===== src/hlbc_pkg.sv =====
// Shared types and constants of the hashed LRU block buffer cache tag store.
package hlbc_pkg;

	localparam int BLK_W       = 32;
	localparam int DEV_W       = 8;
	localparam int CNT_W       = 8;
	localparam int DIGIT_W     = 8;
	localparam int DIGITS      = BLK_W / DIGIT_W;
	// device, block, valid and count bits of one entry; the rank follows
	localparam int ENT_FIXED_W = DEV_W + BLK_W + 1 + CNT_W;
	localparam logic [CNT_W-1:0] CNT_MAX = '1;

	typedef enum logic [1:0] {
		CMD_READ    = 2'd0,
		CMD_RELEASE = 2'd1,
		CMD_PIN     = 2'd2,
		CMD_UNPIN   = 2'd3
	} cmd_t;

	typedef enum logic [1:0] {
		ST_OK        = 2'd0,
		ST_READ_DISK = 2'd1,
		ST_NO_FREE   = 2'd2,
		ST_UNDERFLOW = 2'd3
	} status_t;

	typedef enum logic [1:0] {
		S_IDLE,
		S_MOD,
		S_EVAL
	} state_t;

	typedef struct packed {
		cmd_t               command;
		logic [DEV_W-1:0]   device;
		logic [BLK_W-1:0]   block_number;
		logic [2:0]         way;
	} req_t;

	typedef struct packed {
		status_t    status;
		logic [2:0] set_index;
		logic [2:0] way_used;
	} rsp_t;

endpackage


===== src/hlbc_set_mod.sv =====
// Set index unit: block number modulo the set count, one byte per cycle.
module hlbc_set_mod #(
	parameter int SETS = 7,
	parameter int SW   = 3
) (
	input  logic                     clk,
	input  logic                     arst_n,
	input  logic                     start,
	input  logic [hlbc_pkg::BLK_W-1:0] block_number,
	output logic [SW-1:0]            rem,
	output logic                     done
);
	import hlbc_pkg::*;

	localparam int XW  = SW + DIGIT_W;
	localparam int DCW = (DIGITS > 1) ? $clog2(DIGITS) : 1;

	logic [BLK_W-1:0] blk_q;
	logic [SW-1:0]    rem_q;
	logic [DCW-1:0]   cnt_q;
	logic             busy_q;
	logic             done_q;

	// Fold one byte into a remainder below SETS by shifted compare-subtract.
	function automatic logic [XW-1:0] reduce(input logic [XW-1:0] x);
		logic [XW-1:0] v;
		v = x;
		for (int k = DIGIT_W - 1; k >= 0; k--) begin
			if (v >= (XW'(SETS) << k))
				v = v - (XW'(SETS) << k);
		end
		return v;
	endfunction

	always_ff @(posedge clk or negedge arst_n) begin
		if (!arst_n) begin
			cnt_q  <= '0;
			busy_q <= 1'b0;
			done_q <= 1'b0;
		end else if (start) begin
			cnt_q  <= '0;
			busy_q <= 1'b1;
			done_q <= 1'b0;
		end else if (busy_q) begin
			cnt_q <= cnt_q + 1'b1;
			if (cnt_q == DCW'(DIGITS - 1)) begin
				busy_q <= 1'b0;
				done_q <= 1'b1;
			end
		end
	end

	always_ff @(posedge clk) begin
		if (start) begin
			blk_q <= block_number;
			rem_q <= '0;
		end else if (busy_q) begin
			rem_q <= SW'(reduce({rem_q, blk_q[BLK_W-1 -: DIGIT_W]}));
			blk_q <= blk_q << DIGIT_W;
		end
	end

	assign rem  = rem_q;
	assign done = done_q;

endmodule


===== src/hlbc_tag_ram.sv =====
// Set row memory: one row of all ways per set, registered read, per-row written flags.
module hlbc_tag_ram #(
	parameter int SETS  = 7,
	parameter int SW    = 3,
	parameter int ROW_W = 416
) (
	input  logic             clk,
	input  logic             arst_n,
	input  logic             rd_en,
	input  logic [SW-1:0]    rd_addr,
	input  logic             wr_en,
	input  logic [SW-1:0]    wr_addr,
	input  logic [ROW_W-1:0] wr_row,
	output logic [ROW_W-1:0] rd_row,
	output logic             rd_fresh
);
	logic [ROW_W-1:0] mem [SETS];
	logic [SETS-1:0]  written_q;
	logic [ROW_W-1:0] rd_row_q;
	logic             rd_fresh_q;

	always_ff @(posedge clk) begin
		if (wr_en)
			mem[wr_addr] <= wr_row;
		if (rd_en)
			rd_row_q <= mem[rd_addr];
	end

	// A row never written reads as the reset row; the update logic supplies it.
	always_ff @(posedge clk or negedge arst_n) begin
		if (!arst_n) begin
			written_q  <= '0;
			rd_fresh_q <= 1'b1;
		end else begin
			if (wr_en)
				written_q[wr_addr] <= 1'b1;
			if (rd_en)
				rd_fresh_q <= !written_q[rd_addr];
		end
	end

	assign rd_row   = rd_row_q;
	assign rd_fresh = rd_fresh_q;

endmodule


===== src/hlbc_row_update.sv =====
// Row update: lookup, victim choice, count and recency changes on one set row.
module hlbc_row_update #(
	parameter int WAYS = 8,
	parameter int IW   = 3
) (
	input  logic [WAYS*(hlbc_pkg::ENT_FIXED_W+IW)-1:0] row,
	input  logic                                       fresh,
	input  hlbc_pkg::req_t                             req,
	output logic [WAYS*(hlbc_pkg::ENT_FIXED_W+IW)-1:0] row_new,
	output hlbc_pkg::status_t                          status,
	output logic [2:0]                                 way_used
);
	import hlbc_pkg::*;

	typedef struct packed {
		logic [DEV_W-1:0] device;
		logic [BLK_W-1:0] block_number;
		logic             valid;
		logic [CNT_W-1:0] count;
		logic [IW-1:0]    rank;
	} entry_t;

	entry_t [WAYS-1:0] ent_raw;
	entry_t [WAYS-1:0] ent;
	entry_t [WAYS-1:0] ent_new;
	logic   [WAYS-1:0] match;
	logic   [WAYS-1:0] free;
	logic   [WAYS-1:0] hit_sel;
	logic   [WAYS-1:0] vic_sel;
	logic   [IW-1:0]   pick;
	logic   [IW-1:0]   widx;
	logic              hit;
	logic              any_free;
	logic              way_ok;

	function automatic logic [IW-1:0] encode(input logic [WAYS-1:0] sel);
		logic [IW-1:0] idx;
		idx = '0;
		for (int w = 0; w < WAYS; w++) begin
			if (sel[w])
				idx = idx | IW'(w);
		end
		return idx;
	endfunction

	assign ent_raw = row;
	assign widx    = IW'(req.way);
	assign way_ok  = 32'(req.way) < WAYS;

	always_comb begin
		for (int w = 0; w < WAYS; w++) begin
			if (fresh) begin
				ent[w]      = '0;
				ent[w].rank = IW'(WAYS - 1 - w);
			end else begin
				ent[w] = ent_raw[w];
			end
		end
	end

	// Most recent matching way wins a hit; least recent free way is the victim.
	always_comb begin
		for (int w = 0; w < WAYS; w++) begin
			match[w] = (ent[w].device == req.device) &&
				(ent[w].block_number == req.block_number);
			free[w]  = (ent[w].count == '0);
		end
		for (int w = 0; w < WAYS; w++) begin
			hit_sel[w] = match[w];
			vic_sel[w] = free[w];
			for (int k = 0; k < WAYS; k++) begin
				if (match[k] && (ent[k].rank < ent[w].rank))
					hit_sel[w] = 1'b0;
				if (free[k] && (ent[k].rank > ent[w].rank))
					vic_sel[w] = 1'b0;
			end
		end
	end

	assign hit      = |match;
	assign any_free = |free;
	assign pick     = hit ? encode(hit_sel) : encode(vic_sel);

	always_comb begin
		ent_new  = ent;
		status   = ST_OK;
		way_used = req.way;
		case (req.command)
			CMD_READ: begin
				if (hit || any_free) begin
					if (!hit) begin
						ent_new[pick].device       = req.device;
						ent_new[pick].block_number = req.block_number;
						ent_new[pick].valid        = 1'b0;
						ent_new[pick].count        = CNT_W'(1);
					end else if (ent[pick].count != CNT_MAX) begin
						ent_new[pick].count = ent[pick].count + 1'b1;
					end
					if (!ent_new[pick].valid)
						status = ST_READ_DISK;
					ent_new[pick].valid = 1'b1;
					way_used = 3'(pick);
				end else begin
					status   = ST_NO_FREE;
					way_used = '0;
				end
			end
			default: begin
				if (way_ok) begin
					if (req.command == CMD_PIN) begin
						if (ent[widx].count != CNT_MAX)
							ent_new[widx].count = ent[widx].count + 1'b1;
					end else if (ent[widx].count == '0) begin
						status = ST_UNDERFLOW;
					end else begin
						ent_new[widx].count = ent[widx].count - 1'b1;
						// last release: promote to most recent
						if (req.command == CMD_RELEASE && ent[widx].count == CNT_W'(1)) begin
							for (int k = 0; k < WAYS; k++) begin
								if (ent[k].rank < ent[widx].rank)
									ent_new[k].rank = ent[k].rank + 1'b1;
							end
							ent_new[widx].rank = '0;
						end
					end
				end
			end
		endcase
	end

	assign row_new = ent_new;

endmodule


===== src/hashed_lru_block_buffer_cache_core.sv =====
// Top level of the hashed LRU block buffer cache tag store.
//
//  channel | dir | handshake       | word
//  --------+-----+-----------------+------------------------------------------
//  req     | in  | req_valid/stall | command, device, block_number, way
//  rsp     | out | rsp_valid/stall | status, set_index, way_used
//
// A request passes the set index unit (block number mod SETS, one byte per
// cycle), the registered read of its set row, and the update and write-back
// of that row, which waits until the output register is free.
// Reset clears the control state and the per-row written flags; rows never
// written read as the reset row, so no clearing pass is needed.
// req_stall is high while a request is in flight. A stalled response holds in
// the output register while the next request is already being worked on.
module hashed_lru_block_buffer_cache_core #(
	parameter int SETS = 7,
	parameter int WAYS = 8
) (
	input  logic           clk,
	input  logic           arst_n,
	input  logic           req_valid,
	output logic           req_stall,
	input  hlbc_pkg::req_t req,
	output logic           rsp_valid,
	input  logic           rsp_stall,
	output hlbc_pkg::rsp_t rsp
);
	import hlbc_pkg::*;

	localparam int SW    = (SETS > 1) ? $clog2(SETS) : 1;
	localparam int IW    = (WAYS > 1) ? $clog2(WAYS) : 1;
	localparam int ROW_W = WAYS * (ENT_FIXED_W + IW);

	state_t           state_q;
	state_t           state_d;
	req_t             req_q;
	rsp_t             rsp_q;
	logic             rsp_valid_q;

	logic             accept;
	logic             mod_start;
	logic             mod_done;
	logic [SW-1:0]    set_idx;
	logic             rd_en;
	logic             wr_en;
	logic             rsp_free;
	logic [ROW_W-1:0] rd_row;
	logic             rd_fresh;
	logic [ROW_W-1:0] row_new;
	status_t          upd_status;
	logic [2:0]       upd_way;

	// Set index: remainder of the block number, held until the next start.
	hlbc_set_mod #(
		.SETS (SETS),
		.SW   (SW)
	) u_set_mod (
		.clk          (clk),
		.arst_n       (arst_n),
		.start        (mod_start),
		.block_number (req.block_number),
		.rem          (set_idx),
		.done         (mod_done)
	);

	// Row memory. Read and write of one request sit in different cycles and
	// requests do not overlap, so the write always lands before the next read.
	hlbc_tag_ram #(
		.SETS  (SETS),
		.SW    (SW),
		.ROW_W (ROW_W)
	) u_tag_ram (
		.clk      (clk),
		.arst_n   (arst_n),
		.rd_en    (rd_en),
		.rd_addr  (set_idx),
		.wr_en    (wr_en),
		.wr_addr  (set_idx),
		.wr_row   (row_new),
		.rd_row   (rd_row),
		.rd_fresh (rd_fresh)
	);

	hlbc_row_update #(
		.WAYS (WAYS),
		.IW   (IW)
	) u_row_update (
		.row      (rd_row),
		.fresh    (rd_fresh),
		.req      (req_q),
		.row_new  (row_new),
		.status   (upd_status),
		.way_used (upd_way)
	);

	// Output register frees up when empty or when its word is taken this cycle.
	assign rsp_free = !rsp_valid_q || !rsp_stall;

	always_comb begin
		state_d = state_q;
		unique case (state_q)
			S_IDLE: begin
				if (req_valid)
					state_d = S_MOD;
			end
			S_MOD: begin
				if (mod_done)
					state_d = S_EVAL;
			end
			S_EVAL: begin
				if (rsp_free)
					state_d = S_IDLE;
			end
			default: state_d = S_IDLE;
		endcase
	end

	always_comb begin
		req_stall = (state_q != S_IDLE);
		accept    = (state_q == S_IDLE) && req_valid;
		mod_start = accept;
		rd_en     = (state_q == S_MOD) && mod_done;
		wr_en     = (state_q == S_EVAL) && rsp_free;
	end

	always_ff @(posedge clk or negedge arst_n) begin
		if (!arst_n) begin
			state_q     <= S_IDLE;
			rsp_valid_q <= 1'b0;
		end else begin
			state_q <= state_d;
			if (wr_en)
				rsp_valid_q <= 1'b1;
			else if (!rsp_stall)
				rsp_valid_q <= 1'b0;
		end
	end

	// Hold the request for the update; load the response word on writeback.
	always_ff @(posedge clk) begin
		if (accept)
			req_q <= req;
		if (wr_en) begin
			rsp_q.status    <= upd_status;
			rsp_q.set_index <= 3'(set_idx);
			rsp_q.way_used  <= upd_way;
		end
	end

	assign rsp_valid = rsp_valid_q;
	assign rsp       = rsp_q;

`ifndef SYNTHESIS
	a_accept_closes: assert property (@(posedge clk) disable iff (!arst_n)
		(req_valid && !req_stall) |=> req_stall)
		else $error("request channel still open after accepting a word");

	a_mod_to_eval: assert property (@(posedge clk) disable iff (!arst_n)
		(state_q == S_MOD && mod_done) |=> (state_q == S_EVAL))
		else $error("row read issued without moving to update");

	a_nofree_way: assert property (@(posedge clk) disable iff (!arst_n)
		(rsp_valid && rsp.status == ST_NO_FREE) |-> (rsp.way_used == 3'd0))
		else $error("no-free response carries a nonzero way");

	a_set_range: assert property (@(posedge clk) disable iff (!arst_n)
		rsp_valid |-> ((32'(rsp.set_index) < SETS) || (SETS > 8)))
		else $error("response set index out of range");
`endif

endmodule

===== config.mk =====
export PLATFORM = sky130hd
export DESIGN_NAME = hashed_lru_block_buffer_cache_core
export DESIGN_NICKNAME = d
export VERILOG_FILES = /design/src/hlbc_pkg.sv /design/src/hlbc_set_mod.sv /design/src/hlbc_tag_ram.sv /design/src/hlbc_row_update.sv /design/src/hashed_lru_block_buffer_cache_core.sv
export SDC_FILE = /design/constraint.sdc
export NUM_CORES = 2
export LEC_CHECK = 0
export BUFFER_PORTS_ARGS = -buffer_cell sky130_fd_sc_hd__clkbuf_2
export CORE_MARGIN = 5
export CORE_UTILIZATION = 40
export DETAILED_ROUTE_END_ITERATION = 8
export MAX_ROUTING_LAYER = met4
export PLACE_DENSITY = 0.54
export SYNTH_ARGS = -nofsm -noshare
export SYNTH_HDL_FRONTEND = slang
export SYNTH_SLANG_ARGS = --single-unit

===== constraint.sdc =====
create_clock -name clk -period 77 [get_ports clk]
set_input_delay 7.7 -clock clk [delete_from_list [all_inputs] [get_ports clk]]
set_output_delay 7.7 -clock clk [all_outputs]
set_load 0.05 [all_outputs]

# [Word level (Yosys, flattened, before mapping)]
# Memories as Yosys holds them, arrays and structs flattened. A register that Yosys moved wholly into a read port is not among the register bits.
# Index checks and enable logic that the tools add are counted.
[op_classes] addsub=20 n_mux=263 n_reduce_logical=150 n_mul=0 eq_ne=28 div=0 n_shift=0 order_cmp=134 n_bitwise=1
[ops] cell="416-bit 2-to-1 mux" n=10
[ops] cell="416-bit bitwise mux" n=9
[ops] cell="52-bit demux with 3-bit select" n=6
[ops] cell="52-bit binary-select mux with 3-bit select" n=3
[ops] cell="52-bit 2-to-1 mux" n=9
[ops] cell="11-bit 2-to-1 mux" n=25
[ops] cell="32-bit == test" n=8
[ops] cell="3-bit < comparator" n=64
[ops] cell="3-bit > comparator" n=56
[ops] cell="3-bit 2-to-1 mux" n=53
[ops] cell="1-bit logical AND" n=127
[ops] cell="1-bit 2-to-1 mux" n=127
[ops] cell="8-bit logical NOT" n=9
[ops] cell="8-bit == test" n=8
[ops] cell="32-bit 2-to-1 mux" n=2
[ops] cell="44-bit 2-to-1 mux" n=1
[ops] cell="2-bit 2-to-1 mux" n=13
[ops] cell="3-bit by 1-bit adder with 3-bit output, second input constant" n=8
[ops] cell="12-bit 2-to-1 mux" n=2
[ops] cell="8-bit by 1-bit adder with 8-bit output, second input constant" n=2
[ops] cell="8-bit != test, second input constant" n=2
[ops] cell="8-bit OR reduction" n=2
[ops] cell="3-bit by 4-bit < comparator with 1-bit output, second input constant" n=3
[ops] cell="11-bit by 10-bit >= comparator with 1-bit output, second input constant" n=1
[ops] cell="other kinds (33)" n=46
[word_totals] out_inout_bits=10 n_memories=1 wordCells=613 regBits=103 inputBits=49 latchBits=0 mem_bits_ro=0 ram_bits=2912
[mem_list] memory="u_tag_ram.mem" words=7 width=416 rd=1 rd_ports_with_merged_regs=1 wr=1 line_no="hlbc_tag_ram.sv:17" text="logic [ROW_W-1:0] mem [SETS];"

# [Longest topological paths before layout]
[logic_depth] depth_word=36 mapped_depth=48 mapped_depth_nobuf=43

# [Hierarchy]
# From an unflattened synthesis, not the netlist that was laid out.
[unflattened] cells_unflattened=10173 area_unflattened_um2=152288.6
[modules_own_cells] mod="hlbc_tag_ram" area_each_um2=123772.5 seq_area_each_um2=100137.3 cells_per_inst=5720 n_inst=1
[modules_own_cells] mod="hlbc_row_update" area_each_um2=22793.1 seq_area_each_um2=0.0 cells_per_inst=3950 n_inst=1
[modules_own_cells] mod="hlbc_set_mod" area_each_um2=3990.1 seq_area_each_um2=1121.1 cells_per_inst=435 n_inst=1
[modules_own_cells] mod="hashed_lru_block_buffer_cache_core" area_each_um2=1732.9 seq_area_each_um2=1666.6 cells_per_inst=68 n_inst=1

# [Worst setup path before layout]
# OpenSTA, ideal clock, no wires.
[synth_timing] path_type="input port to flip-flop" start="input port rsp_stall" end="register u_tag_ram.written_q[1]" arrival_time_ns=50.034 setup_time_ns=0.220 n_path_buf=0 cell_stages=4 required_time_ns=76.780 setup_slack_ns=26.747 path_cell_list="nand2_1 > nand2b_1 > nor4_1 > or2_2"
[synth_via] elab_chain_len=3
[synth_rtl] item="from (decl)" line_no="hashed_lru_block_buffer_cache_core.sv:25" text="input logic rsp_stall,"
[synth_rtl] item="1-bit logical NOT"
[synth_rtl] item="1-bit logical OR" line_no="hashed_lru_block_buffer_cache_core.sv:97" text="assign rsp_free = !rsp_valid_q || !rsp_stall;"
[synth_rtl] item="1-bit logical AND" line_no="hashed_lru_block_buffer_cache_core.sv:123" text="wr_en = (state_q == S_EVAL) && rsp_free;"
[synth_rtl] item="to (signal assigned)" line_no="hlbc_tag_ram.sv:32" text="written_q <= '0;"
[synth_rtl] item="to (signal, indexed assignment)" line_no="hlbc_tag_ram.sv:36" text="written_q[wr_addr] <= 1'b1;"
[synth_rtl] item="to (decl)" line_no="hlbc_tag_ram.sv:18" text="logic [SETS-1:0] written_q;"
# Every way passes these cells.
# A chain may end at the register's enable or synchronous reset.

# [Worst setup path in the final report]
[layout_timing] start="input port rsp_stall" end="memory u_tag_ram.mem[5][273], enable pin"
[layout_via] elab_chain_len=5
[layout_rtl] item="1-bit logical NOT"
[layout_rtl] item="1-bit logical OR" line_no="hashed_lru_block_buffer_cache_core.sv:97"
[layout_rtl] item="1-bit logical AND" line_no="hashed_lru_block_buffer_cache_core.sv:123"
[layout_rtl] item="named net u_tag_ram.wr_en" line_no="hlbc_tag_ram.sv:11" text="input logic wr_en,"
[layout_rtl] item="1-bit 2-to-1 mux" line_no="hlbc_tag_ram.sv:23" text="if (wr_en)"
[layout_rtl] item="1-bit 2-to-1 mux (not written as such)" line_no="hlbc_tag_ram.sv:24" text="mem[wr_addr] <= wr_row;"
[layout_rtl] item="to (decl)" line_no="hlbc_tag_ram.sv:17"
# The timed path passes the listed nets, and every way through them passes these cells.

==> impl_metrics.json <==
{
  "swShare_pct": 41.4,
  "required_ns": 77.57,
  "wl_per_cell_um": 32.8,
  "cts_tree": "built",
  "synthAdderAreaFrac_pct": 1.04,
  "syn_avg_cell_area_um2": 13.8,
  "dp_slack_ns": 63.84,
  "async_flop_share_pct": 0.437,
  "placedCellCount": 14900,
  "vias": 96300,
  "rows": 221,
  "ys_top_cells_by_area": "edfxtp_1 70%, o21ai_0 3.2%, a22o_1 2.6%, mux2i_1 2.5%, nor2_1 2.4%",
  "core_area_mm2": 0.363,
  "p_per_area_mw_per_mm2": 46.6,
  "clock-sinks": 3431,
  "dieWidth_um": 614,
  "leakage_nw": 53.2,
  "syn_nets": 10700,
  "postRouteAntennaNets": 0,
  "numCtsBuffers": 372,
  "crit_path_end_kind": "flip-flop",
  "stdcell_count": 15600,
  "grt_max_degree": 120,
  "pwr-share-seq_pct": 36.2,
  "p_switching_mw": 3.16,
  "r2r_start": "u_tag_ram.rd_fresh",
  "fin_crit_sh_pct": 15.7,
  "cts_resized": 0,
  "synth_compound_area_share_pct": 13.5,
  "cp-start-kind": "primary input",
  "fin_crit_ns": 12.09,
  "cts-root-buf": "clkbuf_16",
  "critical_path.max_fanout": 116,
  "synth_most_common_cell": "edfxtp_1",
  "start_util_pct": 40.2,
  "clock_latency_ns": 0.98,
  "finalSetupViolCount": 0,
  "dpl.hpwl_mm": 288,
  "ys_warn_count": 0,
  "synth_area_mm2": 0.146,
  "synth_common_cells": "3413 x edfxtp_1, 919 x o21ai_0, 918 x nor2_1, 904 x nand2_1, 631 x clkbuf_1",
  "tns_ns": 0,
  "skew_ns": 0.0943,
  "clock_power_share_pct": 22.3,
  "netlist_instances": 10600,
  "post-route-worst-setup-slack_ns": 64.91,
  "min_to": "u_tag_ram.written_q[6]",
  "yosysUniqueCellTypes": 98,
  "vias_per_cell": 6.16,
  "rr_worst_depth": 24,
  "synth_area_leader_cell": "edfxtp_1",
  "clock_path_buffers": 4,
  "slew_viol_final": 0,
  "ys_seq_elements": 3431,
  "grt_pass1_vias": 92800,
  "port_buffers": 58,
  "crit_type": "primary input to flip-flop",
  "synth_ff_type": "edfxtp_1",
  "hp-class": "flip-flop to flip-flop",
  "antenna_found_initial": 11,
  "peakVddDrop_uv": 55.4,
  "maxSlewHeadroom_pct": 2.89,
  "grt_usage_pct": 27.1,
  "rsz0062_at_grt": "false",
  "fmax_mhz": 82.7,
  "status": "complete, no violations",
  "fill_cells": 32100,
  "postCtsSetupRepairBufs": 0,
  "globalplace.congestion": 0.986,
  "htreeDepth": 5,
  "synth_top_cell_area_share_pct": 70.3,
  "muxShareOfSynthArea_pct": 3.62,
  "synth-xor-area-share_pct": 1.21,
  "cts_hold_buf": 0,
  "die_h_um": 614,
  "io_pins": 59,
  "p_comb_share_pct": 41.5,
  "cp.arrival_ns": 12.67,
  "hold_depth": 1,
  "grt_pass1_wl_mm": 714,
  "synth_top_family_by_area": "compound AO/OA/AOI/OAI gates",
  "tightest_slew_ns": 1.44,
  "reg2reg_to": "u_tag_ram.mem[0][160]",
  "fin_nets": 10700,
  "drive_gt1_share_pct": 10.1,
  "cap_violations": 0,
  "synth_enable_flop_cells": 3413,
  "intPower_mw": 4.47,
  "finalHoldViolCount": 0,
  "path_clk_slew_ns": 0.06,
  "drt-pass1-iter-count": 7,
  "reg2reg_slack_ns": 65.31,
  "grt-ovfl-total": 0,
  "drc": 0,
  "die-area_mm2": 0.377,
  "wl_mm": 512,
  "ys_seq_area_share_pct": 70.6,
  "area_delta_synth_final_pct": 12.2,
  "hp-start": "u_tag_ram.written_q[6]",
  "utilization_pct": 45.1,
  "synth-simple-area-share_pct": 7.81,
  "drt_iter0_markers": 11600
}
[per-stage QoR]
stage / power, mW / cell area, µm² / hold slack, ns
finish: 7.63 / 164000 / 0.470
global route: 7.95 / 164000 / 0.490
CTS: 7.62 / 164000 / 0.469
detailed placement: 5.91 / 152000 / 0.455
global placement: 5.90 / 152000 / 0.451
floorplan: 4.71 / 146000 / 0.427
[registers in the layout (all words and copies together) (netlist names)]
register,cells
u_set_mod.cnt_q,2
u_tag_ram.rd_fresh,1
u_set_mod.busy_q,1
req_q,45
state_q,2
u_set_mod.rem,3
u_set_mod.blk_q,32
u_set_mod.done,1
u_tag_ram.rd_row,416
u_tag_ram.written_q,7
rsp_valid,1
u_tag_ram.mem,2912
rsp,8
[power by group through the flow]
stage	logic [mW]	clock network (mW)	registers, mW
6_report	3.17	1.70	2.76
5_1_grt	3.36	1.81	2.77
4_1_cts	3.13	1.73	2.76
3_5_place_dp	3.12	0	2.79
3_3_place_gp	3.11	0	2.79
2_1_floorplan	1.89	0	2.82
[layer usage]
layer	track usage [%]	wire, µm
met5	-	0
met4	8.45	17700
met3	3.26	36700
met2	42.7	239000
met1	37.0	218000
[cells in the final DEF (no fill, tap or decap), drive strengths merged, types with 178 or more instances in the layout]
master  count
nor2      919
edfxtp   3413
xnor2     188
a21oi     434
clkbuf    508
buf       282
a31oi     178
mux2i     364
a22oi     401
nand2     906
a22o      431
o21ai     923
clkinv    184
[logic make-up after synthesis]
group                      after synthesis
xor gates and xnor gates               201
and+or+nand+nor                       2480
adders and majority gates              121
muxes                                  509
buffers and inverters                  846
AOI/OAI and AO/OA                     2969
DFF                                   3431
[worst max-delay path, cell delays in order]
cell      delay (ns)
clkbuf_2        0.08
nand2_1         0.11
nand2b_1        0.35
inv_1           0.15
buf_4           0.33
and2_4          0.65
buf_4           0.74
buf_12          0.60
buf_4           0.87
buf_4           0.68
[worst max-delay path by stage]
stage | from | end | slack (ns) | cells past startpoint
2_1_floorplan | rsp_stall | u_tag_ram.written_q[1] | 26.75 | 4
3_3_place_gp | rsp_stall | u_tag_ram.mem[5][226] | 63.78 | 10
3_5_place_dp | rsp_stall | u_tag_ram.mem[5][18] | 63.84 | 10
4_1_cts | rsp_stall | u_tag_ram.mem[5][273] | 64.87 | 10
5_1_grt | u_set_mod.rem[1] | u_set_mod.rem[1] | 64.47 | 42
6_report | rsp_stall | u_tag_ram.mem[5][273] | 64.91 | 10
[layout make-up]
type,instances,area [µm²],share of cell area (%)
diodes,4,10.0,0.00612
flip-flops and latches,3431,103000,62.9
clock buffers,450,9750,5.96
multi-input cells,6280,40000,24.5
clock inverters,222,1740,1.06
well taps,4794,6000,3.67
repair buffers,340,2730,1.67
inverters,102,398,0.243
No activity file was read; power rests on OpenSTA's default activity.
